## config.mk

```make
export PLATFORM = sky130hd
export DESIGN_NAME = format_string_integer_printer_core
export DESIGN_NICKNAME = d
export VERILOG_FILES = /design/src/hw/rtl/fsip_pkg.sv /design/src/hw/rtl/fsip_num_engine.sv /design/src/hw/rtl/format_string_integer_printer_core.sv
export SDC_FILE = /design/constraint.sdc
export NUM_CORES = 1
export LEC_CHECK = 0
export BUFFER_PORTS_ARGS = -buffer_cell sky130_fd_sc_hd__buf_2
export CORE_MARGIN = 2
export CORE_UTILIZATION = 67
export CTS_CLUSTER_SIZE = 8
export DETAILED_ROUTE_END_ITERATION = 7
export GPL_ROUTABILITY_DRIVEN = 0
export GPL_TIMING_DRIVEN = 0
export PLACE_DENSITY = 0.9
export REMOVE_ABC_BUFFERS = 1
export SETUP_SLACK_MARGIN = 0.1
export SKIP_CTS_REPAIR_TIMING = 1
export SYNTH_ARGS = -nofsm -noshare
export SYNTH_HDL_FRONTEND = slang
export SYNTH_HIERARCHICAL = 1
export SYNTH_SLANG_ARGS = --single-unit
export TNS_END_PERCENT = 50
```

## constraint.sdc

```tcl
create_clock -name clk -period 8.5 [get_ports clk]
set_clock_uncertainty 0.2 [all_clocks]
set_input_delay 2.55 -clock clk [delete_from_list [all_inputs] [get_ports clk]]
set_output_delay 2.55 -clock clk [all_outputs]
set_load 0.02 [all_outputs]
```

## src/hw/rtl/fsip_pkg.sv

```systemverilog
// ----------------------------------------------------------------------------
// fsip_pkg: shared types and constants of the integer format printer
// Word size, digit counts, radix codes, state encodings and ASCII codes used
// by the control path and the digit engine.
// ----------------------------------------------------------------------------
package fsip_pkg;

    localparam int WORD_BITS = 32;

    // Decimal digits of the largest word: floor(WORD_BITS * log10(2)) + 1.
    localparam int NDEC  = ((WORD_BITS * 1233) >> 12) + 1;
    localparam int NOCT  = (WORD_BITS + 2) / 3;
    localparam int NHEX  = (WORD_BITS + 3) / 4;
    // Digit shift register width: holds the BCD result and any aligned word.
    localparam int SR_W  = 4 * NDEC;
    localparam int CNT_W = $clog2(WORD_BITS + 1);

    localparam int SHIFT_BIN = SR_W - WORD_BITS;
    localparam int SHIFT_OCT = SR_W - 3 * NOCT;
    localparam int SHIFT_HEX = SR_W - 4 * NHEX;

    typedef logic [WORD_BITS-1:0] word_t;

    typedef enum logic [2:0] {
        RADIX_BIN,
        RADIX_OCT,
        RADIX_DEC,
        RADIX_HEX_LO,
        RADIX_HEX_UP
    } radix_t;

    typedef struct packed {
        word_t  value;
        radix_t radix;
    } num_cmd_t;

    typedef struct packed {
        logic [7:0] ch;
        logic       last;
    } num_beat_t;

    typedef enum logic [1:0] {
        CTRL_IDLE,
        CTRL_DISPATCH,
        CTRL_NUMBER
    } ctrl_state_t;

    typedef enum logic [1:0] {
        ENG_IDLE,
        ENG_DABBLE,
        ENG_DIGITS
    } eng_state_t;

    localparam logic [7:0] CHAR_PERCENT = 8'h25;
    localparam logic [7:0] CHAR_MINUS   = 8'h2D;
    localparam logic [7:0] CHAR_ZERO    = 8'h30;
    localparam logic [7:0] CHAR_UC_A    = 8'h41;
    localparam logic [7:0] CHAR_UC_X    = 8'h58;
    localparam logic [7:0] CHAR_LC_A    = 8'h61;
    localparam logic [7:0] CHAR_LC_B    = 8'h62;
    localparam logic [7:0] CHAR_LC_C    = 8'h63;
    localparam logic [7:0] CHAR_LC_D    = 8'h64;
    localparam logic [7:0] CHAR_LC_O    = 8'h6F;
    localparam logic [7:0] CHAR_LC_U    = 8'h75;
    localparam logic [7:0] CHAR_LC_X    = 8'h78;

endpackage

```

## src/hw/rtl/fsip_num_engine.sv

```systemverilog
// ----------------------------------------------------------------------------
// fsip_num_engine: digit-serial number to ASCII converter
// Decimal values go through a bit-serial double-dabble into BCD; all radices
// then shift out one digit per cycle while the output is not stalled, most
// significant first, with leading zeros dropped.
// ----------------------------------------------------------------------------
module fsip_num_engine (
    input  logic                clk,
    input  logic                rst_n,
    input  logic                cmd_valid,
    output logic                cmd_ready,
    input  fsip_pkg::num_cmd_t  cmd,
    output logic                beat_valid,
    input  logic                beat_ready,
    output fsip_pkg::num_beat_t beat
);

    fsip_pkg::eng_state_t        state_reg, state_next;
    logic [fsip_pkg::SR_W-1:0]   digit_reg, digit_next;
    fsip_pkg::word_t             bin_reg, bin_next;
    logic [fsip_pkg::CNT_W-1:0]  cnt_reg, cnt_next;
    fsip_pkg::radix_t            radix_reg, radix_next;
    logic                        started_reg, started_next;

    logic [3:0]                  cur_digit;
    logic                        show;
    logic                        step;
    logic                        cnt_one;
    logic [fsip_pkg::SR_W-1:0]   dabbled;
    logic [fsip_pkg::SR_W-1:0]   digit_shifted;

    function automatic logic [7:0] digit_char(input logic [3:0] d, input logic upper);
        logic [7:0] base;
        base = upper ? fsip_pkg::CHAR_UC_A : fsip_pkg::CHAR_LC_A;
        if (d < 4'd10)
        begin
            digit_char = fsip_pkg::CHAR_ZERO + {4'd0, d};
        end
        else
        begin
            digit_char = base + {4'd0, d} - 8'd10;
        end
    endfunction

    // Add-3 correction on every BCD digit of five or more before the shift.
    always_comb
    begin
        for (int i = 0; i < fsip_pkg::NDEC; i++)
        begin
            if (digit_reg[4*i +: 4] >= 4'd5)
            begin
                dabbled[4*i +: 4] = digit_reg[4*i +: 4] + 4'd3;
            end
            else
            begin
                dabbled[4*i +: 4] = digit_reg[4*i +: 4];
            end
        end
    end

    always_comb
    begin
        unique case (radix_reg)
            fsip_pkg::RADIX_BIN:
            begin
                cur_digit     = {3'd0, digit_reg[fsip_pkg::SR_W-1]};
                digit_shifted = digit_reg << 1;
            end
            fsip_pkg::RADIX_OCT:
            begin
                cur_digit     = {1'b0, digit_reg[fsip_pkg::SR_W-1 -: 3]};
                digit_shifted = digit_reg << 3;
            end
            default:
            begin
                cur_digit     = digit_reg[fsip_pkg::SR_W-1 -: 4];
                digit_shifted = digit_reg << 4;
            end
        endcase
    end

    assign cnt_one = (cnt_reg == fsip_pkg::CNT_W'(1));
    // The final digit is always shown so that zero prints as a single '0'.
    assign show    = (cur_digit != 4'd0) || started_reg || cnt_one;
    assign step    = (state_reg == fsip_pkg::ENG_DIGITS) && (!show || beat_ready);

    // Outputs.
    always_comb
    begin
        cmd_ready  = (state_reg == fsip_pkg::ENG_IDLE);
        beat_valid = (state_reg == fsip_pkg::ENG_DIGITS) && show;
        beat.ch    = digit_char(cur_digit, radix_reg == fsip_pkg::RADIX_HEX_UP);
        beat.last  = cnt_one;
    end

    // Next state.
    always_comb
    begin
        state_next = state_reg;
        unique case (state_reg)
            fsip_pkg::ENG_IDLE:
            begin
                if (cmd_valid)
                begin
                    state_next = (cmd.radix == fsip_pkg::RADIX_DEC) ?
                                 fsip_pkg::ENG_DABBLE : fsip_pkg::ENG_DIGITS;
                end
            end
            fsip_pkg::ENG_DABBLE:
            begin
                if (cnt_one)
                begin
                    state_next = fsip_pkg::ENG_DIGITS;
                end
            end
            fsip_pkg::ENG_DIGITS:
            begin
                if (step && cnt_one)
                begin
                    state_next = fsip_pkg::ENG_IDLE;
                end
            end
            default:
            begin
                state_next = fsip_pkg::ENG_IDLE;
            end
        endcase
    end

    // Datapath.
    always_comb
    begin
        digit_next   = digit_reg;
        bin_next     = bin_reg;
        cnt_next     = cnt_reg;
        radix_next   = radix_reg;
        started_next = started_reg;
        unique case (state_reg)
            fsip_pkg::ENG_IDLE:
            begin
                if (cmd_valid)
                begin
                    radix_next   = cmd.radix;
                    started_next = 1'b0;
                    bin_next     = cmd.value;
                    unique case (cmd.radix)
                        fsip_pkg::RADIX_BIN:
                        begin
                            digit_next = fsip_pkg::SR_W'(cmd.value) << fsip_pkg::SHIFT_BIN;
                            cnt_next   = fsip_pkg::CNT_W'(fsip_pkg::WORD_BITS);
                        end
                        fsip_pkg::RADIX_OCT:
                        begin
                            digit_next = fsip_pkg::SR_W'(cmd.value) << fsip_pkg::SHIFT_OCT;
                            cnt_next   = fsip_pkg::CNT_W'(fsip_pkg::NOCT);
                        end
                        fsip_pkg::RADIX_DEC:
                        begin
                            digit_next = '0;
                            cnt_next   = fsip_pkg::CNT_W'(fsip_pkg::WORD_BITS);
                        end
                        default:
                        begin
                            digit_next = fsip_pkg::SR_W'(cmd.value) << fsip_pkg::SHIFT_HEX;
                            cnt_next   = fsip_pkg::CNT_W'(fsip_pkg::NHEX);
                        end
                    endcase
                end
            end
            fsip_pkg::ENG_DABBLE:
            begin
                digit_next = {dabbled[fsip_pkg::SR_W-2:0], bin_reg[fsip_pkg::WORD_BITS-1]};
                bin_next   = bin_reg << 1;
                if (cnt_one)
                begin
                    cnt_next = fsip_pkg::CNT_W'(fsip_pkg::NDEC);
                end
                else
                begin
                    cnt_next = cnt_reg - fsip_pkg::CNT_W'(1);
                end
            end
            fsip_pkg::ENG_DIGITS:
            begin
                if (step)
                begin
                    digit_next   = digit_shifted;
                    cnt_next     = cnt_reg - fsip_pkg::CNT_W'(1);
                    started_next = started_reg | show;
                end
            end
            default:
            begin
            end
        endcase
    end

    always_ff @(posedge clk or negedge rst_n)
    begin
        if (!rst_n)
        begin
            state_reg   <= fsip_pkg::ENG_IDLE;
            cnt_reg     <= '0;
            started_reg <= 1'b0;
            radix_reg   <= fsip_pkg::RADIX_DEC;
        end
        else
        begin
            state_reg   <= state_next;
            cnt_reg     <= cnt_next;
            started_reg <= started_next;
            radix_reg   <= radix_next;
        end
    end

    always_ff @(posedge clk)
    begin
        digit_reg <= digit_next;
        bin_reg   <= bin_next;
    end

endmodule

```

## src/hw/rtl/format_string_integer_printer_core.sv

```systemverilog
// ----------------------------------------------------------------------------
// format_string_integer_printer_core: printf-style integer formatter
// Takes format bytes with an argument word and emits the formatted text one
// character per output beat.
// ----------------------------------------------------------------------------
// One format byte is taken per input beat, with its argument word. Plain
// bytes are echoed, '%' opens a conversion, and the next byte selects %%, %c,
// %d, %u, %b, %o, %x or %X; any other byte comes back as one beat with
// bad_format set. The last beat caused by a byte carries last; a lone '%'
// causes none. A new byte is taken only after every beat of the previous one
// has been placed in the output register. Binary, octal and hex move the
// digit shift register one digit per cycle while the output can take it,
// across every digit position of the word (32, 11 or 8 for a 32-bit word),
// skipped leading zeros included. Decimal first runs the bit-serial
// double-dabble over all WORD_BITS bits, then steps through NDEC digit
// positions. The minus sign is loaded into the output register in the same
// cycle that starts the conversion, so it does not hold up the digits.
// ----------------------------------------------------------------------------
module format_string_integer_printer_core (
    input  logic        clk,
    input  logic        rst_n,
    input  logic        in_valid,
    output logic        in_ready,
    input  logic [7:0]  fmt_char,
    input  logic [31:0] arg_value,
    output logic        out_valid,
    input  logic        out_ready,
    output logic [7:0]  out_char,
    output logic        last,
    output logic        bad_format
);

    fsip_pkg::ctrl_state_t state_reg, state_next;
    logic                  pct_reg, pct_next;
    logic [7:0]            fmt_reg;
    fsip_pkg::word_t       word_reg;

    logic                  out_valid_reg, out_valid_next;
    logic [7:0]            out_char_reg, out_char_next;
    logic                  last_reg, last_next;
    logic                  bad_reg, bad_next;

    logic                  need_emit;
    logic                  need_num;
    logic [7:0]            emit_ch;
    logic                  emit_last;
    logic                  emit_bad;
    logic                  slot_free;
    logic                  advance;

    fsip_pkg::num_cmd_t    num_cmd;
    logic                  cmd_valid;
    logic                  cmd_ready;
    fsip_pkg::num_beat_t   num_beat;
    logic                  beat_valid;
    logic                  beat_ready;

    fsip_num_engine u_num_engine (
        .clk        (clk),
        .rst_n      (rst_n),
        .cmd_valid  (cmd_valid),
        .cmd_ready  (cmd_ready),
        .cmd        (num_cmd),
        .beat_valid (beat_valid),
        .beat_ready (beat_ready),
        .beat       (num_beat)
    );

    assign slot_free = !out_valid_reg || out_ready;

    // Decode of the held format byte.
    always_comb
    begin
        need_emit     = 1'b0;
        need_num      = 1'b0;
        emit_ch       = fmt_reg;
        emit_last     = 1'b1;
        emit_bad      = 1'b0;
        num_cmd.value = word_reg;
        num_cmd.radix = fsip_pkg::RADIX_DEC;
        if (!pct_reg)
        begin
            need_emit = (fmt_reg != fsip_pkg::CHAR_PERCENT);
        end
        else
        begin
            unique case (fmt_reg)
                fsip_pkg::CHAR_PERCENT:
                begin
                    need_emit = 1'b1;
                end
                fsip_pkg::CHAR_LC_C:
                begin
                    need_emit = 1'b1;
                    emit_ch   = word_reg[7:0];
                end
                fsip_pkg::CHAR_LC_D:
                begin
                    need_num = 1'b1;
                    if (word_reg[fsip_pkg::WORD_BITS-1])
                    begin
                        // The magnitude of the most negative word fits as unsigned.
                        need_emit     = 1'b1;
                        emit_ch       = fsip_pkg::CHAR_MINUS;
                        emit_last     = 1'b0;
                        num_cmd.value = '0 - word_reg;
                    end
                end
                fsip_pkg::CHAR_LC_U:
                begin
                    need_num = 1'b1;
                end
                fsip_pkg::CHAR_LC_B:
                begin
                    need_num      = 1'b1;
                    num_cmd.radix = fsip_pkg::RADIX_BIN;
                end
                fsip_pkg::CHAR_LC_O:
                begin
                    need_num      = 1'b1;
                    num_cmd.radix = fsip_pkg::RADIX_OCT;
                end
                fsip_pkg::CHAR_LC_X:
                begin
                    need_num      = 1'b1;
                    num_cmd.radix = fsip_pkg::RADIX_HEX_LO;
                end
                fsip_pkg::CHAR_UC_X:
                begin
                    need_num      = 1'b1;
                    num_cmd.radix = fsip_pkg::RADIX_HEX_UP;
                end
                default:
                begin
                    need_emit = 1'b1;
                    emit_bad  = 1'b1;
                end
            endcase
        end
    end

    assign advance = (state_reg == fsip_pkg::CTRL_DISPATCH) &&
                     (!need_emit || slot_free) && (!need_num || cmd_ready);

    // Outputs of the control path.
    always_comb
    begin
        in_ready   = (state_reg == fsip_pkg::CTRL_IDLE);
        cmd_valid  = (state_reg == fsip_pkg::CTRL_DISPATCH) && need_num &&
                     (!need_emit || slot_free);
        beat_ready = (state_reg == fsip_pkg::CTRL_NUMBER) && slot_free;
    end

    // Next state.
    always_comb
    begin
        state_next = state_reg;
        unique case (state_reg)
            fsip_pkg::CTRL_IDLE:
            begin
                if (in_valid)
                begin
                    state_next = fsip_pkg::CTRL_DISPATCH;
                end
            end
            fsip_pkg::CTRL_DISPATCH:
            begin
                if (advance)
                begin
                    state_next = need_num ? fsip_pkg::CTRL_NUMBER : fsip_pkg::CTRL_IDLE;
                end
            end
            fsip_pkg::CTRL_NUMBER:
            begin
                if (beat_valid && beat_ready && num_beat.last)
                begin
                    state_next = fsip_pkg::CTRL_IDLE;
                end
            end
            default:
            begin
                state_next = fsip_pkg::CTRL_IDLE;
            end
        endcase
    end

    // Percent tracking and the output register.
    always_comb
    begin
        pct_next       = pct_reg;
        out_valid_next = out_valid_reg && !out_ready;
        out_char_next  = out_char_reg;
        last_next      = last_reg;
        bad_next       = bad_reg;
        if (advance)
        begin
            pct_next = !pct_reg && (fmt_reg == fsip_pkg::CHAR_PERCENT);
        end
        if (advance && need_emit)
        begin
            out_valid_next = 1'b1;
            out_char_next  = emit_ch;
            last_next      = emit_last;
            bad_next       = emit_bad;
        end
        else if (beat_valid && beat_ready)
        begin
            out_valid_next = 1'b1;
            out_char_next  = num_beat.ch;
            last_next      = num_beat.last;
            bad_next       = 1'b0;
        end
    end

    always_ff @(posedge clk or negedge rst_n)
    begin
        if (!rst_n)
        begin
            state_reg     <= fsip_pkg::CTRL_IDLE;
            pct_reg       <= 1'b0;
            out_valid_reg <= 1'b0;
        end
        else
        begin
            state_reg     <= state_next;
            pct_reg       <= pct_next;
            out_valid_reg <= out_valid_next;
        end
    end

    always_ff @(posedge clk)
    begin
        if (in_valid && in_ready)
        begin
            fmt_reg  <= fmt_char;
            word_reg <= fsip_pkg::WORD_BITS'(arg_value);
        end
        out_char_reg <= out_char_next;
        last_reg     <= last_next;
        bad_reg      <= bad_next;
    end

    assign out_valid  = out_valid_reg;
    assign out_char   = out_char_reg;
    assign last       = last_reg;
    assign bad_format = bad_reg;

endmodule

```

==> results.yml, run 1 <==
route:
  drtPass1Iterations: 8
  wl_per_cell_um: 20.77
  routed_wl_um: 23310
  vias_per_cell: 6.992
  drc: 0
  ant_nets: 0
  vias: 7845
  drt_iter0_markers: 1301
clocking:
  cts_root_buf: "clkbuf_16"
  path_clk_slew_ns: 0.06
  cts_max_level: 4
  clkLatencyLatePin_ns: 0.42
  cts_sinks: 138
  numCtsBuffers: 17
  cts_tree: "yes"
  clockBufferDepth: 2
timing:
  setup_ws_ns: 3.464
  hold_viol: 0
  max_freq_ghz: 0.1986
  rsz0062_at_grt: "no"
  post-route-period-util_pct: 59.25
  worst_slew_pin_slew_ns: 1.319
  drv_slew: 0
  fin_setup_tns_ns: 0
  finalSetupViolations: 0
  slew_headroom_pct: 12.10
  period_minus_slack_ns: 5.036
cells_and_area:
  multiInputGateArea_um2: 4687
  largest_reg_flops: 40
  drive_gt1_share_pct: 17.44
  finalNonFillerCells: 1122
  utilization_pct: 76.23
  nets: 1006
  regArea_um2: 4066
  area_growth_pct: 11.03
  fill_cells: 721
  diodes: 0
power:
  power.leakage_nw: 3.575
  power_w: 0.003534
  ir_drop_mv: 0.2193
  pwr_density_cell_nw_per_um2: 348.7
worst_setup_path:
  path_class: "in -> reg"
  endpoint_kind: "flop"
  cp-start-kind: "input port"
  crit_slowest_cell: "o31ai_4"
  critical_path.max_fanout: 18
  arrival_ns: 4.97
  ff2ff_path_depth: 10
  crit_top_cell: "buf_16"
  cp_cell_sequence: "buf_2 > nor2b_1 > a211oi_1 > nand2b_1 > nand2_1 > o31ai_4 > buf_16 > buf_16"
  r2r_slack_ns: 3.68
  worstPathRequired_ns: 8.43
  max_stage_delay_ns: 0.80
yosys:
  synthTopCellsByCount: "122 x edfxtp_1, 89 x nand2_1, 86 x o21ai_0, 52 x a21oi_1, 52 x nor2_1"
  yosysWarnings: 6
  yosysSeqAreaShare_pct: 44.54
  synth.most_common_cell: "edfxtp_1"
  synth_area_um2: 9128
  synth_top_area_share_pct: 40.14
  postSynthAreaPerCell_um2: 10.12
  synth_edf_count: 122
  ys_ff_latch: 138
  synth-main-ff-cell: "edfxtp_1"
  synth_cell_types: 83
  synthTopCellsByArea: "edfxtp_1 40%, o21ai_0 4.7%, mux2_2 4.6%, dfrtp_1 4.1%, ha_1 4.0%"
  synth_top_area_cell: "edfxtp_1"
  synthArstFlopShare_pct: 11.59
  syn_inst: 902
floorplan:
  fp-row-count: 42
  core_area_um2: 13300
  io_pins: 56
  die_y_um: 120.7
  dieArea_um2: 14570
  fp.dieW_um: 120.7
  start_util_pct: 68.65
grt:
  grt_max_degree: 48
  grt_usage_pct: 32.41
  antenna_found_initial: 0
  grt_pass1_wl_um: 37200
  grt_overflow_total: 0
  grt_pass1_vias: 7197
min_path:
  min_path_cells: 1
  hold_path.class: "reg -> reg"
place:
  port_buffers: 55
  dp_cells: 1090
  dpl.hpwl_um: 14630
  dp_slack_ns: 3.110
status:
  status: "finished clean"
run:
  drv_cap: 0
==> power by group <==
group	total (W)	switching (W)	internal, W
clock	0.000729	0.000315	0.000415
combinational	0.00150	0.000917	0.000584
sequential	0.00130	0.000265	0.00104
total	0.00353	0.00150	0.00204
==> path summary, 6_finish.rpt <==
path,from,endpoint
worst max-delay path,out_ready,u_num_engine/digit_reg[29]$_DFFE_PP_
worst min-delay path,state_reg[1]$_DFFE_PN0P_,state_reg[0]$_DFFE_PN0P_
worst max register to register,fmt_reg[0]$_DFFE_PP_,u_num_engine/digit_reg[29]$_DFFE_PP_
worst min register to register,state_reg[1]$_DFFE_PN0P_,state_reg[0]$_DFFE_PN0P_
max in group asynchronous,rst_n,u_num_engine/radix_reg[1]$_DFFE_PN1P_
min in group asynchronous,rst_n,u_num_engine/cnt_reg[5]$_DFFE_PN0P_
==> kinds of logic after synthesis <==
logic type	after synthesis	share of synthesized area (%)
adders and majority gates	29	3.975
xor gates and xnor gates	41	3.934
AOI/OAI and AO/OA	271	19.92
and+or+nand+nor	261	15.20
other	1	0.04108
buffers and inverters	93	4.427
DFF	138	44.54
muxes	68	7.964
==> metrics by stage <==
stage	hold slack, ns	instance area [µm²]
finish	0.3196	10130
global route	0.3340	10130
CTS	0.3043	10130
detailed placement	0.2996	9548
global placement	0.2954	9380
floorplan	0.2526	8885
==> layout make-up <==
type	count	share of cell area, %
multi-input cells	671	46.25
flip-flops and latches	138	40.12
clock buffers	17	4.198
repair buffers	62	4.099
well taps	176	2.173
inverters	43	1.593
clock inverters	15	1.568
==> layer usage <==
layer | vias up | share of wire, % | track usage [%]
li1 | 3466 | - | -
met1 | 3678 | 38 | 43.06
met2 | 609 | 47 | 53.14
met3 | 92 | 11 | 6.509
met4 | 0 | 3.7 | 11.63
met5 | - | 0 | 0
==> layout by cell type (no fill, tap or decap), types with 5 or more instances in the layout <==
master,count
o211ai_1,11
a221oi_1,12
a222oi_1,8
a21oi_1,52
dfrtp_1,14
inv_8,5
ha_1,28
nand3_1,19
o21ai_0,85
xnor2_1,31
nor2_1,49
a31oi_1,7
mux2_2,37
clkbuf_16,17
xor2_1,10
inv_1,41
o31ai_1,8
nor2b_1,8
nor3_1,13
nand2_1,89
buf_2,55
nor3b_1,9
a22oi_1,32
edfxtp_1,122
a211oi_1,12
mux2i_1,31
nand2b_1,26
==> critical path: cells and delay by family <==
family                 cells  cell delay, ns
AO/OA/AOI/OAI              2            1.35
AND/OR/NAND/NOR            3            0.52
buffers and inverters      3            0.52
Note: power is estimated with default switching activity, not from simulation.
==> run 2, diff against run 1 <==
--- a/config.mk
+++ b/config.mk
@@ -7,12 +7,12 @@
 export LEC_CHECK = 0
 export BUFFER_PORTS_ARGS = -buffer_cell sky130_fd_sc_hd__buf_2
 export CORE_MARGIN = 2
-export CORE_UTILIZATION = 67
+export CORE_UTILIZATION = 56
 export CTS_CLUSTER_SIZE = 8
 export DETAILED_ROUTE_END_ITERATION = 7
 export GPL_ROUTABILITY_DRIVEN = 0
 export GPL_TIMING_DRIVEN = 0
-export PLACE_DENSITY = 0.9
+export PLACE_DENSITY = 0.8
 export REMOVE_ABC_BUFFERS = 1
 export SETUP_SLACK_MARGIN = 0.1
 export SKIP_CTS_REPAIR_TIMING = 1
==> constraint.sdc (replaced) <==
create_clock -name clk -period 4.1 [get_ports clk]
set_clock_uncertainty 0.2 [all_clocks]
set_input_delay 1.23 -clock clk [delete_from_list [all_inputs] [get_ports clk]]
set_output_delay 1.23 -clock clk [all_outputs]
set_load 0.02 [all_outputs]
==> results.yml, run 2 (synthesized netlist as in run 1, its figures left out) <==
grt:
  antenna_found_initial: 0
  grt_usage_pct: 24.34
  grt_pass1_wl_um: 34190
  grt_max_degree: 48
  grt_overflow_total: 0
  grt_pass1_vias: 6881
min_path:
  hold_path.class: "reg -> reg"
timing:
  setup_ws_ns: 0.3714
  max_freq_ghz: 0.2682
  drv_slew: 0
  post-route-period-util_pct: 90.94
  period_minus_slack_ns: 3.729
  worst_slew_pin_slew_ns: 1.031
  rsz0062_at_grt: "no"
  slew_headroom_pct: 30.73
  whs_ns: 0.3143
  finalSetupViolations: 0
  hold_viol: 0
floorplan:
  core_area_um2: 15890
  fp-row-count: 46
  die_y_um: 131.7
  dieArea_um2: 17340
  fp.dieW_um: 131.7
  io_pins: 56
  start_util_pct: 57.46
worst_setup_path:
  path_class: "reg -> reg"
  arrival_ns: 3.57
  cp-start-kind: "flop"
  worstPathRequired_ns: 3.94
  critical_path.max_fanout: 47
  endpoint_kind: "flop"
  r2r_slack_ns: 0.37
cells_and_area:
  mostFrequentLayoutCells: "122 x edfxtp_1, 89 x nand2_1, 85 x o21ai_0, 55 x buf_2, 52 x a21oi_1"
  nets: 1009
  largest_reg_flops: 40
  drive_gt1_share_pct: 17.41
  layout_commonest_cell: "edfxtp_1"
  diodes: 0
  area_growth_pct: 11.80
  fill_cells: 1247
route:
  wl_per_cell_um: 17.85
  ant_nets: 0
  drc: 0
  drt_iter0_markers: 771
  vias: 7241
  routed_wl_um: 20780
  drtPass1Iterations: 6
  vias_per_cell: 6.221
clocking:
  cts_root_buf: "clkbuf_16"
  clockBufferDepth: 2
  cts_sinks: 138
  path_clk_slew_ns: 0.06
  cts_max_level: 4
  clkLatencyLatePin_ns: 0.42
  cts_tree: "yes"
  numCtsBuffers: 17
place:
  dpl.hpwl_um: 14400
  port_buffers: 55
  dp_slack_ns: -0.4919
power:
  pwr_density_cell_nw_per_um2: 702.5
  ir_drop_mv: 0.3666
  power.leakage_nw: 3.573
run:
  drv_cap: 0
status:
  status: "finished clean"
run 2: cell count changes in the layout (fill, tap and decap cells not counted), sizes merged:
| cell | previous run | this run |
|---|---|---|
| clkinv | 6 | 7 |
| buf | 62 | 65 |
| inv | 49 | 43 |
| clkbuf | 17 | 20 |
| bufinv | 1 | 2 |
run 2: critical path, stage by stage, from the launching register on:
cell      delay, ns
dfstp_2        0.62
or2_2          0.69
a22oi_1        0.24
ha_1           0.26
nand4b_2       0.13
nand2b_1       0.17
and2_1         0.18
nand2_1        0.08
a21oi_1        0.78
run 2: per-stage QoR:
stage | power, W | util (%) | cell area (µm²) | instances | TNS, ns
CTS | 0.007133 | 64.08 | 10180 | 1162 | -16.77
global route | 0.007627 | 64.24 | 10200 | 1164 | 0
finish | 0.007169 | 64.24 | 10200 | 1164 | 0
floorplan | 0.004729 | - | 8885 | 852 | -53.32
detailed placement | 0.005645 | 60.56 | 9620 | 1131 | -15.28
global placement | 0.005440 | 59.37 | 9430 | 1123 | -187.97
run 2: where the power goes:
group | switching, W | internal (W)
logic | 0.00182 | 0.00121
clock network | 0.000567 | 0.000889
registers | 0.000528 | 0.00216
total | 0.00292 | 0.00425
run 2: path summary, 6_finish.rpt:
kind                                                  startpoint                                     to  cells past startpoint
max                        u_num_engine/radix_reg[1]$_DFFE_PN1P_               bad_format$_SDFFCE_PP0P_                      8
min                                     state_reg[1]$_DFFE_PN0P_               state_reg[0]$_DFFE_PN0P_                      1
max reg2reg                u_num_engine/radix_reg[1]$_DFFE_PN1P_               bad_format$_SDFFCE_PP0P_                      8
min reg2reg                             state_reg[1]$_DFFE_PN0P_               state_reg[0]$_DFFE_PN0P_                      1
max in group asynchronous                                  rst_n  u_num_engine/radix_reg[1]$_DFFE_PN1P_                      1
min in group asynchronous                                  rst_n    u_num_engine/cnt_reg[2]$_DFFE_PN0P_                      1
run 2: metal layers:
layer / track usage [%] / vias to the layer above / share of wire, %
li1: - / 3456 / -
met1: 32.68 / 3457 / 42
met2: 39.79 / 297 / 49
met3: 4.591 / 31 / 7.0
met4: 8.333 / 0 / 1.7
met5: 0 / - / 0
run 2: layout make-up:
class                           instances  area (µm²)  area share [%]
Sequential cell                       138        4066           39.85
Timing Repair Buffer                   65       450.4           4.414
Inverter                               43       161.4           1.582
Tap cell                              216       270.3           2.648
Multi-Input combinational cell        671        4697           46.03
Clock inverter                         11       122.6           1.202
Clock buffer                           20       436.7           4.279
==> run 3, diff against run 2 <==
--- a/config.mk
+++ b/config.mk
@@ -12,6 +12,7 @@
 export DETAILED_ROUTE_END_ITERATION = 7
 export GPL_ROUTABILITY_DRIVEN = 0
 export GPL_TIMING_DRIVEN = 0
+export MAX_ROUTING_LAYER = met4
 export PLACE_DENSITY = 0.8
 export REMOVE_ABC_BUFFERS = 1
 export SETUP_SLACK_MARGIN = 0.1
==> results.yml, run 3 (synthesized netlist as in run 1, its figures left out) <==
clocking:
  cts_sinks: 138
  path_clk_slew_ns: 0.06
  cts_tree: "yes"
  numCtsBuffers: 17
  cts_root_buf: "clkbuf_16"
  cts_max_level: 4
  clockBufferDepth: 2
  clkLatencyLatePin_ns: 0.43
floorplan:
  io_pins: 56
  start_util_pct: 57.46
  fp.dieW_um: 131.7
  die_y_um: 131.7
  dieArea_um2: 17340
  core_area_um2: 15890
  fp-row-count: 46
timing:
  fin_setup_tns_ns: 0
  setup_ws_ns: 0.3831
  slew_headroom_pct: 27.69
  period_minus_slack_ns: 3.717
  hold_viol: 0
  drv_slew: 0
  worst_slew_pin_slew_ns: 1.077
  finalSetupViolations: 0
  whs_ns: 0.3132
  rsz0062_at_grt: "no"
  max_freq_ghz: 0.2690
  post-route-period-util_pct: 90.66
route:
  vias_per_cell: 6.268
  drtPass1Iterations: 6
  drt_iter0_markers: 719
  routed_wl_um: 20790
  drc: 0
  vias: 7296
  wl_per_cell_um: 17.86
  ant_nets: 0
power:
  ir_drop_mv: 0.3642
  pwr_density_cell_nw_per_um2: 703.2
  power_w: 0.007176
  power.leakage_nw: 3.573
place:
  dp_slack_ns: -0.4919
  port_buffers: 55
  dpl.hpwl_um: 14400
  dpl_cell_area_um2: 9620
min_path:
  min_path_cells: 1
  hold_path.class: "reg -> reg"
  holdPathEnd: "state_reg[0]$_DFFE_PN0P_"
  min_from: "state_reg[1]$_DFFE_PN0P_"
cells_and_area:
  mostFrequentLayoutCells: "122 x edfxtp_1, 89 x nand2_1, 85 x o21ai_0, 55 x buf_2, 52 x a21oi_1"
  nets: 1009
  multiInputGateArea_um2: 4697
  layout_commonest_cell: "edfxtp_1"
  finalInstanceArea_um2: 10200
  drive_gt1_share_pct: 17.41
  area_growth_pct: 11.80
  largest_reg_flops: 40
  fill_cells: 1247
  diodes: 0
  regArea_um2: 4066
run:
  drv_cap: 0
grt:
  grt_max_degree: 48
  grt_pass1_wl_um: 34220
  grt_pass1_vias: 6867
  grt_overflow_total: 0
  grt_usage_pct: 25.08
  antenna_found_initial: 0
worst_setup_path:
  endpoint_kind: "flop"
  r2r-start: "u_num_engine/radix_reg[1]$_DFFE_PN1P_"
  worstPathRequired_ns: 3.95
  regToRegEndpoint: "bad_format$_SDFFCE_PP0P_"
  ff2ff_path_depth: 8
  critical_path.max_fanout: 47
  path_class: "reg -> reg"
  cp-start-kind: "flop"
  arrival_ns: 3.56
  r2r_slack_ns: 0.38
status:
  status: "finished clean"
[run 3: cell counts in the layout (fill, tap and decap cells not counted)]
Identical to the previous run, type by type.
[run 3: layer usage]
metal	part of all wire, %	GRT usage [%]
met3	6.7	4.630
met1	43	32.75
met5	0	-
met2	49	39.85
met4	1.9	8.152
[run 3: metrics by stage]
step / util, % / cells
after floorplan: - / 852
after global placement: 59.37 / 1123
after detailed placement: 60.56 / 1131
after CTS: 64.08 / 1162
after global routing: 64.24 / 1164
final: 64.24 / 1164
[run 3: cell type report]
type,instances,area share (%)
Multi-Input combinational cell,671,46.03
Clock buffer,20,4.279
Tap cell,216,2.648
Sequential cell,138,39.85
Inverter,43,1.582
Timing Repair Buffer,65,4.414
Clock inverter,11,1.202
[run 3: critical path, cell delays in order (launching register included)]
cell	delay (ns)
dfstp_2	0.63
or2_2	0.70
a22oi_1	0.24
ha_1	0.26
nand4b_2	0.13
nand2b_1	0.16
and2_1	0.17
nand2_1	0.08
a21oi_1	0.76
[run 3: power breakdown]
part / total (W) / switching, W / internal (W)
Clock: 0.00146 / 0.000571 / 0.000889
Combinational: 0.00303 / 0.00183 / 0.00121
Sequential: 0.00268 / 0.000527 / 0.00216
[run 3: worst max path at each step]
stage | startpoint | to | slack (ns)
after floorplan | u_num_engine/state_reg[1]$_DFFE_PN0P_ | u_num_engine/bin_reg[0]$_SDFFCE_PP0P_ | -1.44
after global placement | u_num_engine/state_reg[1]$_DFFE_PN0P_ | u_num_engine/bin_reg[13]$_DFFE_PP_ | -3.81
after detailed placement | fmt_reg[1]$_DFFE_PP_ | u_num_engine/digit_reg[22]$_DFFE_PP_ | -0.49
after CTS | fmt_reg[1]$_DFFE_PP_ | u_num_engine/digit_reg[37]$_DFFE_PP_ | -0.53
after global routing | u_num_engine/radix_reg[1]$_DFFE_PN1P_ | bad_format$_SDFFCE_PP0P_ | 0.17
final | u_num_engine/radix_reg[1]$_DFFE_PN1P_ | bad_format$_SDFFCE_PP0P_ | 0.38
